===== src/rtl/eipe_pkg.sv =====
// ----------------------------------------------------------------------------
// eipe_pkg
// Shared widths, constants and controller/datapath types for the
// energy index power estimator.
// ----------------------------------------------------------------------------
package eipe_pkg;

  localparam int RING_DEPTH_DEF = 10;

  localparam int TIME_W   = 32;
  localparam int ENERGY_W = 31;
  localparam int WINDOW_W = 4;
  localparam int POWER_W  = 31;
  localparam int HOUR_W   = 12;

  localparam logic [HOUR_W-1:0] SEC_PER_HOUR = 12'd3600;

  localparam int PROD_W    = ENERGY_W + HOUR_W;
  localparam int DIV_STEPS = PROD_W;
  localparam int STEP_W    = $clog2(DIV_STEPS);

  localparam logic [POWER_W-1:0] POWER_MAX = '1;

  typedef struct packed {
    logic accept;
    logic read;
    logic calc;
    logic mul;
    logic div_step;
    logic load_out;
  } dp_cmd_t;

  typedef struct packed {
    logic last_win;
    logic out_free;
  } dp_sts_t;

endpackage


===== src/rtl/eipe_in_if.sv =====
// ----------------------------------------------------------------------------
// eipe_in_if
// Reading channel: one beat carries a timestamp and an energy index.
// ----------------------------------------------------------------------------
interface eipe_in_if;
  import eipe_pkg::*;

  logic                valid;
  logic                ready;
  logic [TIME_W-1:0]   timestamp;
  logic [ENERGY_W-1:0] energy_index;

  modport source (output valid, output timestamp, output energy_index, input ready);
  modport sink   (input valid, input timestamp, input energy_index, output ready);

endinterface


===== src/rtl/eipe_out_if.sv =====
// ----------------------------------------------------------------------------
// eipe_out_if
// Result channel: one beat carries one window estimate.
// ----------------------------------------------------------------------------
interface eipe_out_if;
  import eipe_pkg::*;

  logic                valid;
  logic                ready;
  logic [WINDOW_W-1:0] window;
  logic [POWER_W-1:0]  power;
  logic                available;
  logic                last_of_run;

  modport source (output valid, output window, output power, output available,
                  output last_of_run, input ready);
  modport sink   (input valid, input window, input power, input available,
                  input last_of_run, output ready);

endinterface


===== src/rtl/energy_index_power_estimator.sv =====
// ----------------------------------------------------------------------------
// energy_index_power_estimator
// Each window is processed in turn: read, difference, multiply, 43 division
// steps and load. A new reading is accepted only once all nine windows of the
// previous reading are done; the serial divider, one quotient bit per cycle, is
// shared by all windows.
// Reset: synchronous; ring entries read as zero through per-slot valid bits.
// ----------------------------------------------------------------------------
module energy_index_power_estimator #(
  parameter int RING_DEPTH = eipe_pkg::RING_DEPTH_DEF
) (
  input logic        clk,
  input logic        rst,
  eipe_in_if.sink    reading,
  eipe_out_if.source result
);
  import eipe_pkg::*;

  dp_cmd_t cmd;
  dp_sts_t sts;

  eipe_ctrl u_ctrl (
    .clk     (clk),
    .rst     (rst),
    .in_valid(reading.valid),
    .in_ready(reading.ready),
    .sts     (sts),
    .cmd     (cmd)
  );

  eipe_dp #(
    .RING_DEPTH(RING_DEPTH)
  ) u_dp (
    .clk          (clk),
    .rst          (rst),
    .cmd          (cmd),
    .sts          (sts),
    .in_timestamp (reading.timestamp),
    .in_energy    (reading.energy_index),
    .out_valid    (result.valid),
    .out_ready    (result.ready),
    .out_window   (result.window),
    .out_power    (result.power),
    .out_available(result.available),
    .out_last     (result.last_of_run)
  );

endmodule


===== src/rtl/eipe_ram.sv =====
// ----------------------------------------------------------------------------
// eipe_ram
// Generic single-write, single-read RAM with registered read data.
// ----------------------------------------------------------------------------
module eipe_ram #(
  parameter int WIDTH = 8,
  parameter int DEPTH = 16,
  localparam int AW = (DEPTH > 1) ? $clog2(DEPTH) : 1
) (
  input  logic             clk,
  input  logic             we,
  input  logic [AW-1:0]    waddr,
  input  logic [WIDTH-1:0] wdata,
  input  logic [AW-1:0]    raddr,
  output logic [WIDTH-1:0] rdata
);

  logic [WIDTH-1:0] mem [DEPTH];

  always_ff @(posedge clk) begin
    if (we) begin
      mem[waddr] <= wdata;
    end
    rdata <= mem[raddr];
  end

endmodule


===== src/rtl/eipe_dp.sv =====
// ----------------------------------------------------------------------------
// eipe_dp
// Datapath: point ring, window differences, multiply by 3600, serial
// restoring divider and output register.
// ----------------------------------------------------------------------------
module eipe_dp #(
  parameter int RING_DEPTH = eipe_pkg::RING_DEPTH_DEF
) (
  input  logic                          clk,
  input  logic                          rst,
  input  eipe_pkg::dp_cmd_t             cmd,
  output eipe_pkg::dp_sts_t             sts,
  input  logic [eipe_pkg::TIME_W-1:0]   in_timestamp,
  input  logic [eipe_pkg::ENERGY_W-1:0] in_energy,
  output logic                          out_valid,
  input  logic                          out_ready,
  output logic [eipe_pkg::WINDOW_W-1:0] out_window,
  output logic [eipe_pkg::POWER_W-1:0]  out_power,
  output logic                          out_available,
  output logic                          out_last
);
  import eipe_pkg::*;

  localparam int SLOT_W  = $clog2(RING_DEPTH);
  localparam int POINT_W = TIME_W + ENERGY_W;
  localparam logic [SLOT_W-1:0] LAST_SLOT = SLOT_W'(RING_DEPTH - 1);
  localparam logic [SLOT_W:0]   DEPTH_EXT = (SLOT_W + 1)'(RING_DEPTH);

  logic [SLOT_W-1:0]     newest_slot;
  logic [TIME_W-1:0]     newest_time;
  logic [ENERGY_W-1:0]   newest_energy;
  logic [RING_DEPTH-1:0] valid;
  logic [SLOT_W-1:0]     win;
  logic                  rd_valid;
  logic [POINT_W-1:0]    rd_data;
  logic                  bad;
  logic                  neg;
  logic [ENERGY_W-1:0]   abs_e;
  logic [TIME_W-1:0]     abs_d;
  logic [PROD_W-1:0]     num;
  logic [TIME_W-1:0]     rem;

  logic                  push;
  logic [SLOT_W-1:0]     push_slot;
  logic [SLOT_W:0]       slot_sum;
  logic [SLOT_W-1:0]     rd_addr;
  logic [TIME_W-1:0]     old_time;
  logic [ENERGY_W-1:0]   old_energy;
  logic [ENERGY_W:0]     diff_e;
  logic [TIME_W:0]       diff_d;
  logic                  empty;
  logic [PROD_W-1:0]     prod;
  logic [TIME_W:0]       shifted;
  logic                  ge;
  logic                  over;
  logic                  ok;
  logic [POWER_W-1:0]    pw;

  assign push      = cmd.accept && (in_energy != newest_energy);
  assign push_slot = (newest_slot == '0) ? LAST_SLOT : newest_slot - 1'b1;
  assign slot_sum  = {1'b0, newest_slot} + {1'b0, win};
  assign rd_addr   = (slot_sum >= DEPTH_EXT) ? SLOT_W'(slot_sum - DEPTH_EXT)
                                             : slot_sum[SLOT_W-1:0];

  eipe_ram #(
    .WIDTH(POINT_W),
    .DEPTH(RING_DEPTH)
  ) u_ring (
    .clk  (clk),
    .we   (push),
    .waddr(push_slot),
    .wdata({in_timestamp, in_energy}),
    .raddr(rd_addr),
    .rdata(rd_data)
  );

  assign old_time   = rd_valid ? rd_data[ENERGY_W +: TIME_W] : '0;
  assign old_energy = rd_valid ? rd_data[ENERGY_W-1:0] : '0;
  assign diff_e     = {1'b0, old_energy} - {1'b0, newest_energy};
  assign diff_d     = {1'b0, old_time} - {1'b0, newest_time};
  assign empty      = (old_time == '0) || (old_energy == '0) ||
                      (newest_time == '0) || (newest_energy == '0);

  assign prod = abs_e * SEC_PER_HOUR;

  assign shifted = {rem, num[PROD_W-1]};
  assign ge      = shifted >= {1'b0, abs_d};

  assign over = |num[PROD_W-1:POWER_W];
  assign ok   = !bad && !(neg && (num != '0));
  assign pw   = !ok ? '0 : (over ? POWER_MAX : num[POWER_W-1:0]);

  always_ff @(posedge clk) begin
    if (rst) begin
      newest_slot   <= '0;
      newest_time   <= '0;
      newest_energy <= '0;
      valid         <= '0;
      win           <= '0;
      out_valid     <= 1'b0;
    end else begin
      if (push) begin
        newest_slot      <= push_slot;
        newest_time      <= in_timestamp;
        newest_energy    <= in_energy;
        valid[push_slot] <= 1'b1;
      end
      if (cmd.accept) begin
        win <= SLOT_W'(1);
      end else if (cmd.load_out) begin
        win <= win + 1'b1;
      end
      if (cmd.load_out) begin
        out_valid <= 1'b1;
      end else if (out_ready) begin
        out_valid <= 1'b0;
      end
    end
  end

  always_ff @(posedge clk) begin
    if (cmd.read) begin
      rd_valid <= valid[rd_addr];
    end
    if (cmd.calc) begin
      bad   <= empty || (diff_d == '0);
      neg   <= diff_e[ENERGY_W] ^ diff_d[TIME_W];
      abs_e <= diff_e[ENERGY_W] ? ENERGY_W'(~diff_e + 1'b1) : diff_e[ENERGY_W-1:0];
      abs_d <= diff_d[TIME_W] ? TIME_W'(~diff_d + 1'b1) : diff_d[TIME_W-1:0];
    end
    if (cmd.mul) begin
      num <= prod;
      rem <= '0;
    end else if (cmd.div_step) begin
      rem <= ge ? TIME_W'(shifted - {1'b0, abs_d}) : shifted[TIME_W-1:0];
      num <= {num[PROD_W-2:0], ge};
    end
    if (cmd.load_out) begin
      out_window    <= WINDOW_W'(win);
      out_power     <= pw;
      out_available <= ok;
      out_last      <= (win == LAST_SLOT);
    end
  end

  assign sts.last_win = (win == LAST_SLOT);
  assign sts.out_free = !out_valid || out_ready;

  a_unavail_zero: assert property (@(posedge clk) disable iff (rst)
    out_valid && !out_available |-> out_power == '0)
    else $error("unavailable result with nonzero power");

  a_push_updates: assert property (@(posedge clk) disable iff (rst)
    push |=> (newest_energy == $past(in_energy)) && valid[newest_slot])
    else $error("push did not update newest point");

  a_hold_beat: assert property (@(posedge clk) disable iff (rst)
    out_valid && !out_ready |=> out_valid && $stable(out_power) && $stable(out_window))
    else $error("result beat changed while stalled");

endmodule


===== src/rtl/eipe_ctrl.sv =====
// ----------------------------------------------------------------------------
// eipe_ctrl
// Controller: sequences read, difference, multiply, division steps and
// output load for each window of a reading.
// ----------------------------------------------------------------------------
module eipe_ctrl (
  input  logic              clk,
  input  logic              rst,
  input  logic              in_valid,
  output logic              in_ready,
  input  eipe_pkg::dp_sts_t sts,
  output eipe_pkg::dp_cmd_t cmd
);
  import eipe_pkg::*;

  localparam logic [2:0] S_IDLE = 3'd0;
  localparam logic [2:0] S_READ = 3'd1;
  localparam logic [2:0] S_CALC = 3'd2;
  localparam logic [2:0] S_MUL  = 3'd3;
  localparam logic [2:0] S_DIV  = 3'd4;
  localparam logic [2:0] S_OUT  = 3'd5;

  localparam logic [STEP_W-1:0] LAST_STEP = STEP_W'(DIV_STEPS - 1);

  logic [2:0]        state;
  logic [2:0]        state_next;
  logic [STEP_W-1:0] step;

  assign in_ready     = (state == S_IDLE);
  assign cmd.accept   = in_valid && in_ready;
  assign cmd.read     = (state == S_READ);
  assign cmd.calc     = (state == S_CALC);
  assign cmd.mul      = (state == S_MUL);
  assign cmd.div_step = (state == S_DIV);
  assign cmd.load_out = (state == S_OUT) && sts.out_free;

  always_comb begin
    state_next = state;
    unique case (state)
      S_IDLE: begin
        if (in_valid) state_next = S_READ;
      end
      S_READ: state_next = S_CALC;
      S_CALC: state_next = S_MUL;
      S_MUL:  state_next = S_DIV;
      S_DIV: begin
        if (step == LAST_STEP) state_next = S_OUT;
      end
      S_OUT: begin
        if (sts.out_free) state_next = sts.last_win ? S_IDLE : S_READ;
      end
      default: state_next = S_IDLE;
    endcase
  end

  always_ff @(posedge clk) begin
    if (rst) begin
      state <= S_IDLE;
      step  <= '0;
    end else begin
      state <= state_next;
      if (state == S_MUL) begin
        step <= '0;
      end else if (state == S_DIV) begin
        step <= step + 1'b1;
      end
    end
  end

  a_step_range: assert property (@(posedge clk) disable iff (rst)
    state == S_DIV |-> step <= LAST_STEP)
    else $error("division step count out of range");

  a_next_window: assert property (@(posedge clk) disable iff (rst)
    cmd.load_out && !sts.last_win |=> state == S_READ)
    else $error("window sequence did not continue");

  a_div_start: assert property (@(posedge clk) disable iff (rst)
    state == S_MUL |=> state == S_DIV && step == '0)
    else $error("division did not start from step zero");

endmodule

===== src/flat_wrapper.sv =====
// flat-port wrapper written by rule: the top's interface ports become plain ports
module energy_index_power_estimator_flat import eipe_pkg::*;
#(
  parameter int RING_DEPTH = eipe_pkg::RING_DEPTH_DEF
)
  (clk, rst, reading_valid, reading_timestamp, reading_energy_index, reading_ready, result_valid, result_window, result_power, result_available, result_last_of_run, result_ready);
  eipe_in_if reading_i ();
  eipe_out_if result_i ();
  input logic clk;
  input logic rst;
  input wire logic [$bits(reading_i.valid)-1:0] reading_valid;
  input wire logic [$bits(reading_i.timestamp)-1:0] reading_timestamp;
  input wire logic [$bits(reading_i.energy_index)-1:0] reading_energy_index;
  output wire logic [$bits(reading_i.ready)-1:0] reading_ready;
  output wire logic [$bits(result_i.valid)-1:0] result_valid;
  output wire logic [$bits(result_i.window)-1:0] result_window;
  output wire logic [$bits(result_i.power)-1:0] result_power;
  output wire logic [$bits(result_i.available)-1:0] result_available;
  output wire logic [$bits(result_i.last_of_run)-1:0] result_last_of_run;
  input wire logic [$bits(result_i.ready)-1:0] result_ready;
  assign reading_i.valid = reading_valid;
  assign reading_i.timestamp = reading_timestamp;
  assign reading_i.energy_index = reading_energy_index;
  assign reading_ready = reading_i.ready;
  assign result_valid = result_i.valid;
  assign result_window = result_i.window;
  assign result_power = result_i.power;
  assign result_available = result_i.available;
  assign result_last_of_run = result_i.last_of_run;
  assign result_i.ready = result_ready;
  energy_index_power_estimator #(.RING_DEPTH(RING_DEPTH)) u_core (.clk(clk), .rst(rst), .reading(reading_i), .result(result_i));
endmodule

===== config.mk =====
export PLATFORM = sky130hd
export DESIGN_NAME = energy_index_power_estimator_flat
export DESIGN_NICKNAME = d
export VERILOG_FILES = /design/src/rtl/eipe_pkg.sv /design/src/rtl/eipe_in_if.sv /design/src/rtl/eipe_out_if.sv /design/src/rtl/energy_index_power_estimator.sv /design/src/rtl/eipe_ram.sv /design/src/rtl/eipe_dp.sv /design/src/rtl/eipe_ctrl.sv /design/src/flat_wrapper.sv
export SDC_FILE = /design/constraint.sdc
export NUM_CORES = 2
export LEC_CHECK = 0
export ABC_AREA = 1
export BUFFER_PORTS_ARGS = -buffer_cell sky130_fd_sc_hd__buf_2
export CAP_MARGIN = 0
export CORE_ASPECT_RATIO = 1.25
export CORE_MARGIN = 4
export CORE_UTILIZATION = 30
export CTS_BUF_LIST = sky130_fd_sc_hd__clkbuf_8
export CTS_CLUSTER_DIAMETER = 120
export DETAILED_ROUTE_END_ITERATION = 8
export SYNTH_ARGS = -nofsm -noshare
export SYNTH_HDL_FRONTEND = slang
export SYNTH_SLANG_ARGS = --single-unit

===== constraint.sdc =====
create_clock -name clk -period 8.35 [get_ports clk]
set_input_delay 0.4175 -clock clk [delete_from_list [all_inputs] [get_ports clk]]
set_output_delay 0.4175 -clock clk [all_outputs]
set_load 0.005 [all_outputs]

### Yosys cells after proc, flatten, opt, wreduce, memory -nomap -nowiden

Memories as Yosys holds them, arrays and structs flattened. A register that Yosys moved wholly into a read port is not among the register bits.
Cells that the tools add are included.

* reduce and logical (&&, ||, !) cells: 29
* bitwise gates (word level): 4
* multipliers: 1
* muxes and demuxes: 25
* $lt $le $gt $ge: 5
* eq/ne operators: 11
* add/sub/neg operators: 10

Operator list (number)
* 32-bit two-way mux: 3
* 31-bit two-way mux: 3
* 43-bit two-way mux: 2
* 32-bit logical NOT: 2
* 31-bit logical NOT: 2
* 43-bit nonzero test: 1
* 31-bit by 8-bit multiplier with 39-bit output (second input constant): 1
* 33-bit by 32-bit >= comparator with 1-bit output: 1
* 33-bit logical NOT: 1
* 32-bit by 32-bit subtractor with 33-bit output: 1
* 32-bit by 1-bit adder with 32-bit output (second input constant): 1
* 32-bit NOT: 1
* 31-bit by 31-bit subtractor with 32-bit output: 1
* 32-bit subtractor: 1
* 31-bit by 1-bit adder with 31-bit output (second input constant): 1
* 31-bit != test: 1
* 31-bit NOT: 1
* 3-bit case mux with 6 select lines: 1
* 12-bit OR reduction: 1
* 4-bit by 5-bit less-than comparator with 1-bit output (second input constant): 2
* 10-bit OR: 1
* 1-bit two-way mux: 9
* 3-bit two-way mux: 3
* 4-bit two-way mux: 2
* other kinds (24): 42

* input port bits: 67
* memories kept: 1
* word-level logic and storage cells: 107
* RAM bits: 630
* bits in registers: 269

Memory list
* u_core.u_dp.u_ring.mem: words 10, width 63, read ports 1, clocked after Yosys merged registers in 1, wr ports 1, RTL line eipe_ram.sv:18 `logic [WIDTH-1:0] mem [DEPTH];`

### Longest topological paths before layout

* word-level depth: 7
* mapped depth: 25

### Modules after synthesis

From an unflattened synthesis, not the netlist that was laid out.

* cell total of the unflattened synthesis: 6059
* area total of the unflattened synthesis: 52188.8 µm²

Modules (own cells, without submodules)
* eipe_ram: area an instance 27709.1 µm², instances 1, cells an instance 2478
* eipe_dp: area an instance 23924.2 µm², instances 1, cells an instance 3506
* eipe_ctrl: area an instance 555.5 µm², instances 1, cells an instance 75

### Worst setup path after synthesis

No wires, ideal clock.

* path kind: input -> register
* from: input port reading_energy_index[16]
* to: memory u_core.u_dp.u_ring.mem[1][0] in the netlist's numbering, enable pin
* arrival: 5.751 ns
* data required time: 7.788 ns
* path buffers: 2
* setup time: 0.562 ns
* path slack: 2.037 ns
* stages: 10
* path through: or2_2 -> nand3_1 -> nor3_1 -> nand4_1 -> nor2_1 -> nand2_1 -> nand2_1 -> clkbuf_1 -> buf_2 -> nor3_1

* longest elaborated chain between the ends: 4

RTL lines
* from (decl): RTL line flat_wrapper.sv:13 `input wire logic [$bits(reading_i.energy_index)-1:0] reading_energy_index;`
* 31-bit != test: RTL line eipe_dp.sv:59 `assign push = cmd.accept && (in_energy != newest_energy);`
* 1-bit logical AND: RTL line eipe_dp.sv:59
* 1-bit two-way mux: RTL line eipe_ram.sv:21 `if (we) begin`
* 1-bit two-way mux (not written as such): RTL line eipe_ram.sv:22 `mem[waddr] <= wdata;`
* to (decl): RTL line eipe_ram.sv:18

No other way between the ends.

### Worst setup path in the final report

* from: register u_core.u_dp.abs_e[1]
* to: register u_core.u_dp.num[42], data pin

* longest elaborated chain between the ends: 2

RTL lines
* from (decl): RTL line eipe_dp.sv:38 `logic [ENERGY_W-1:0] abs_e;`
* from (signal assigned): RTL line eipe_dp.sv:128 `abs_e <= diff_e[ENERGY_W] ? ENERGY_W'(~diff_e + 1'b1) : diff_e[ENERGY_W-1:0];`
* 31-bit by 8-bit multiplier with 39-bit output: RTL line eipe_dp.sv:84 `assign prod = abs_e * SEC_PER_HOUR;`
* 43-bit two-way mux: RTL line eipe_dp.sv:131 `if (cmd.mul) begin`
* to (signal assigned): RTL line eipe_dp.sv:132 `num <= prod;`
* to (signal assigned): RTL line eipe_dp.sv:136 `num <= {num[PROD_W-2:0], ge};`
* to (decl): RTL line eipe_dp.sv:40 `logic [PROD_W-1:0] num;`

No other way between the ends.
A chain may end at the register's enable or synchronous reset.

==> results by group <==
Outcome
  • Status: complete, no violations

Synth
  • Synth cell types: 52
  • Synthesized Nets: 5,723
  • Netlist Area Pre-Place: 50,900 µm²
  • Synth top cells by count: 1,459 x nand2_1, 772 x edfxtp_1, 734 x inv_1
  • #FFs+latches synth: 962
  • Ys async rst share: 0%
  • Synth Instances: 5,382
  • Seq/Total Area, Yosys: 53.0%
  • Synth Area per Inst: 9.45 µm²
  • Yosys warnings: 0
  • Post-synth EDFFs: 772
  • Top cells by area, synth: edfxtp_1 46%, nand2_1 11%, dfxtp_1 7.5%, inv_1 5.4%, ha_1 5.3%
  • Synth area leader: edfxtp_1
  • Count leader, synth: nand2_1
  • Post-synth top area share: 45.6%
  • Most used flip-flop cell after synthesis: edfxtp_1

STA
  • Tmin final: 4.40 ns
  • Final setup vio count: 0
  • Max-Slew Margin vs Limit: 16.5%
  • Final TNS setup: 0 ns
  • Final max-slew violation count: 0
  • Actual slew at the worst max-slew pin: 1.25 ns
  • Tcrit/Tclk final: 52.7%
  • Unrepaired setup endpoints after global routing: no
  • F_max: 227 MHz
  • Final hold vios: 0
  • Layout Skew: 0.0394 ns

Routing
  • Post-DR wirelength/cell: 16.3 µm
  • Vias per Instance: 4.65
  • Initial DRC count: 2,374
  • Antenna viol nets, final: 0
  • DRC: 0
  • Vias: 36,900
  • Routed WL: 129 mm
  • Pre-antenna DRT Iters: 5

Clock tree
  • Worst skew pair latency: 0.86 ns
  • Max clock buf depth: 3
  • CTS root buf: clkbuf_8
  • CTS tree: built
  • Max H-tree Level: 4
  • Post-CTS Setup Bufs: 0
  • Clk sink count: 962
  • TritonCTS Buffers: 151
  • Clock-pin transition on the worst setup and hold timing paths: 0.07 ns

Cells and area
  • Layout cell share with drive strength beyond 1: 7.73%
  • Layout overhead on the synthesized area: 13.0%
  • Nets: 5,922
  • Layout fillers: 17,100

Critical path
  • Crit path DAT: 4.98 ns
  • Crit path kind: reg -> reg
  • Worst path max stage delay: 0.57 ns
  • Worst EP required: 8.93 ns
  • Crit-path max FO: 4
  • Endpoint class of the critical path: flop
  • CP Cell Sequence: inv_1, fa_1, inv_1, ha_1, fa_1, ha_1, ha_1, nand3_1, nand2_1, inv_1, o21bai_1, a21boi_0, o21ai_0, nand4_1, a21oi_1, o21ai_0
  • CP startpoint kind: flop
  • Critical-path top delay cell: o21ai_0
  • Largest delay contributor family on the critical path: adder cells
  • WP buf/inv: 3

Global routing
  • First-pass GRT wire length: 202 mm
  • Initial antenna violation count: 13
  • Vias in the first global route: 36,400
  • Largest net degree at the start of global routing: 132
  • Overall routing resource usage: 14.5%
  • GRT overflow: 0

Floorplan
  • Initial Utilization: 30.3%
  • Chip width: 376 µm
  • Boundary pin count: 106
  • Placeable Area: 168,000 µm²
  • Die area: 176,000 µm²
  • Row cnt: 168
  • Die H: 468 µm

Min path
  • Hold crit path type: in -> reg

Placement
  • Port Buffers: 105
  • Routability cong.: 0.897
  • DPL Wire Length: 89.2 mm

Run
  • Max Cap Viol: 0
==> routing by layer <==
metal | vias up | wire length, µm | GRT usage, %
met5 | - | 92 | 0
met4 | 14 | 4400 | 5.60
met3 | 233 | 5470 | 2.22
met2 | 761 | 61000 | 24.5
met1 | 17500 | 58400 | 18.7
li1 | 18400 | - | -
==> worst paths after layout <==
kind | depth (start not counted) | slack [ns] | endpoint | startpoint
hold / removal | 2 | 0.43 | u_core.u_dp.u_ring.mem[2][52]$_DFFE_PP_ | reading_timestamp[21]
setup reg to reg | 16 | 3.95 | u_core.u_dp.num[42]$_DFFE_PN_ | u_core.u_dp.abs_e[1]$_DFFE_PP_
hold reg to reg | 2 | 0.45 | u_core.u_dp.valid[0]$_SDFFE_PP0P_ | u_core.u_dp.valid[0]$_SDFFE_PP0P_
setup / recovery | 16 | 3.95 | u_core.u_dp.num[42]$_DFFE_PN_ | u_core.u_dp.abs_e[1]$_DFFE_PP_
==> registers in the layout, indices dropped and copies added, names as in the netlist, 3 cells and up <==
name / count
u_core.u_ctrl.state: 3
u_core.u_ctrl.step: 6
u_core.u_dp.abs_d: 32
u_core.u_dp.abs_e: 31
u_core.u_dp.newest_energy: 31
u_core.u_dp.newest_slot: 4
u_core.u_dp.newest_time: 32
u_core.u_dp.num: 43
u_core.u_dp.out_power: 31
u_core.u_dp.out_window: 4
u_core.u_dp.rem: 32
u_core.u_dp.u_ring.mem: 630
u_core.u_dp.u_ring.rdata: 63
u_core.u_dp.valid: 10
u_core.u_dp.win: 4
==> kinds of logic after synthesis <==
family / Yosys count / synth area share, %
AOI/OAI and AO/OA: 643 / 6.77
xor gates and xnor gates: 109 / 1.91
adders and majority gates: 274 / 7.59
buffers and inverters: 906 / 7.10
DFF: 962 / 53.0
muxes: 252 / 4.96
and+or+nand+nor: 2236 / 18.6
==> stage by stage <==
step / utilization (%) / hold slack (ns) / instance area, µm² / worst slack (ns) / instances
floorplan: - / 0.424 / 50900 / 2.04 / 5382
CTS: 34.2 / 0.323 / 57500 / 3.90 / 7918
global placement: 31.9 / 0.436 / 53700 / 3.88 / 7571
global route: 34.2 / 0.377 / 57500 / 3.61 / 7922
finish: 34.2 / 0.429 / 57500 / 3.95 / 7924
detailed placement: 31.9 / 0.441 / 53700 / 3.90 / 7571
==> timing repair <==
| action | CTS | global route |
|---|---|---|
| hold buffers | 67 | 0 |
| hold endpoints to repair | 702 | 0 |
| resized for setup | 0 | 0 |
==> worst register-to-register path, stage by stage, from the launching register on <==
cell and delay, ns:
edfxtp_1 0.39, inv_1 0.10, fa_1 0.53, inv_1 0.04
ha_1 0.30, fa_1 0.47, ha_1 0.36, ha_1 0.31
nand3_1 0.07, nand2_1 0.09, inv_1 0.06, o21bai_1 0.19
a21boi_0 0.17, o21ai_0 0.57, nand4_1 0.22, a21oi_1 0.18
o21ai_0 0.10
==> cell type report <==
type / count / area [µm²] / share of cell area, %
tap: 2210 / 2770 / 4.81
clock inverter: 108 / 734 / 1.28
antenna: 6 / 15.0 / 0.0261
sequential: 962 / 27000 / 46.9
multi-input combinational: 3514 / 20300 / 35.4
inverter: 744 / 2810 / 4.88
clock buffer: 172 / 2370 / 4.12
timing repair buffer: 208 / 1480 / 2.57
==> cells in the final DEF (no fill, tap or decap), drive strengths merged, types with 35 or more instances in the layout <==
| cell type | instances |
|---|---|
| dlygate4sd3 | 67 |
| clkbuf | 172 |
| nor3 | 40 |
| nand3 | 308 |
| fa | 58 |
| nor4 | 35 |
| xor2 | 76 |
| mux2i | 252 |
| nand4 | 64 |
| inv | 797 |
| o21ai | 297 |
| dfxtp | 190 |
| clkinv | 45 |
| nand2 | 1466 |
| ha | 216 |
| buf | 141 |
| a21oi | 259 |
| nor2 | 277 |
| edfxtp | 772 |
Power is left out: the tool's default activity adds up to more than one toggle a clock period on the data nets, which glitch-free logic cannot reach.
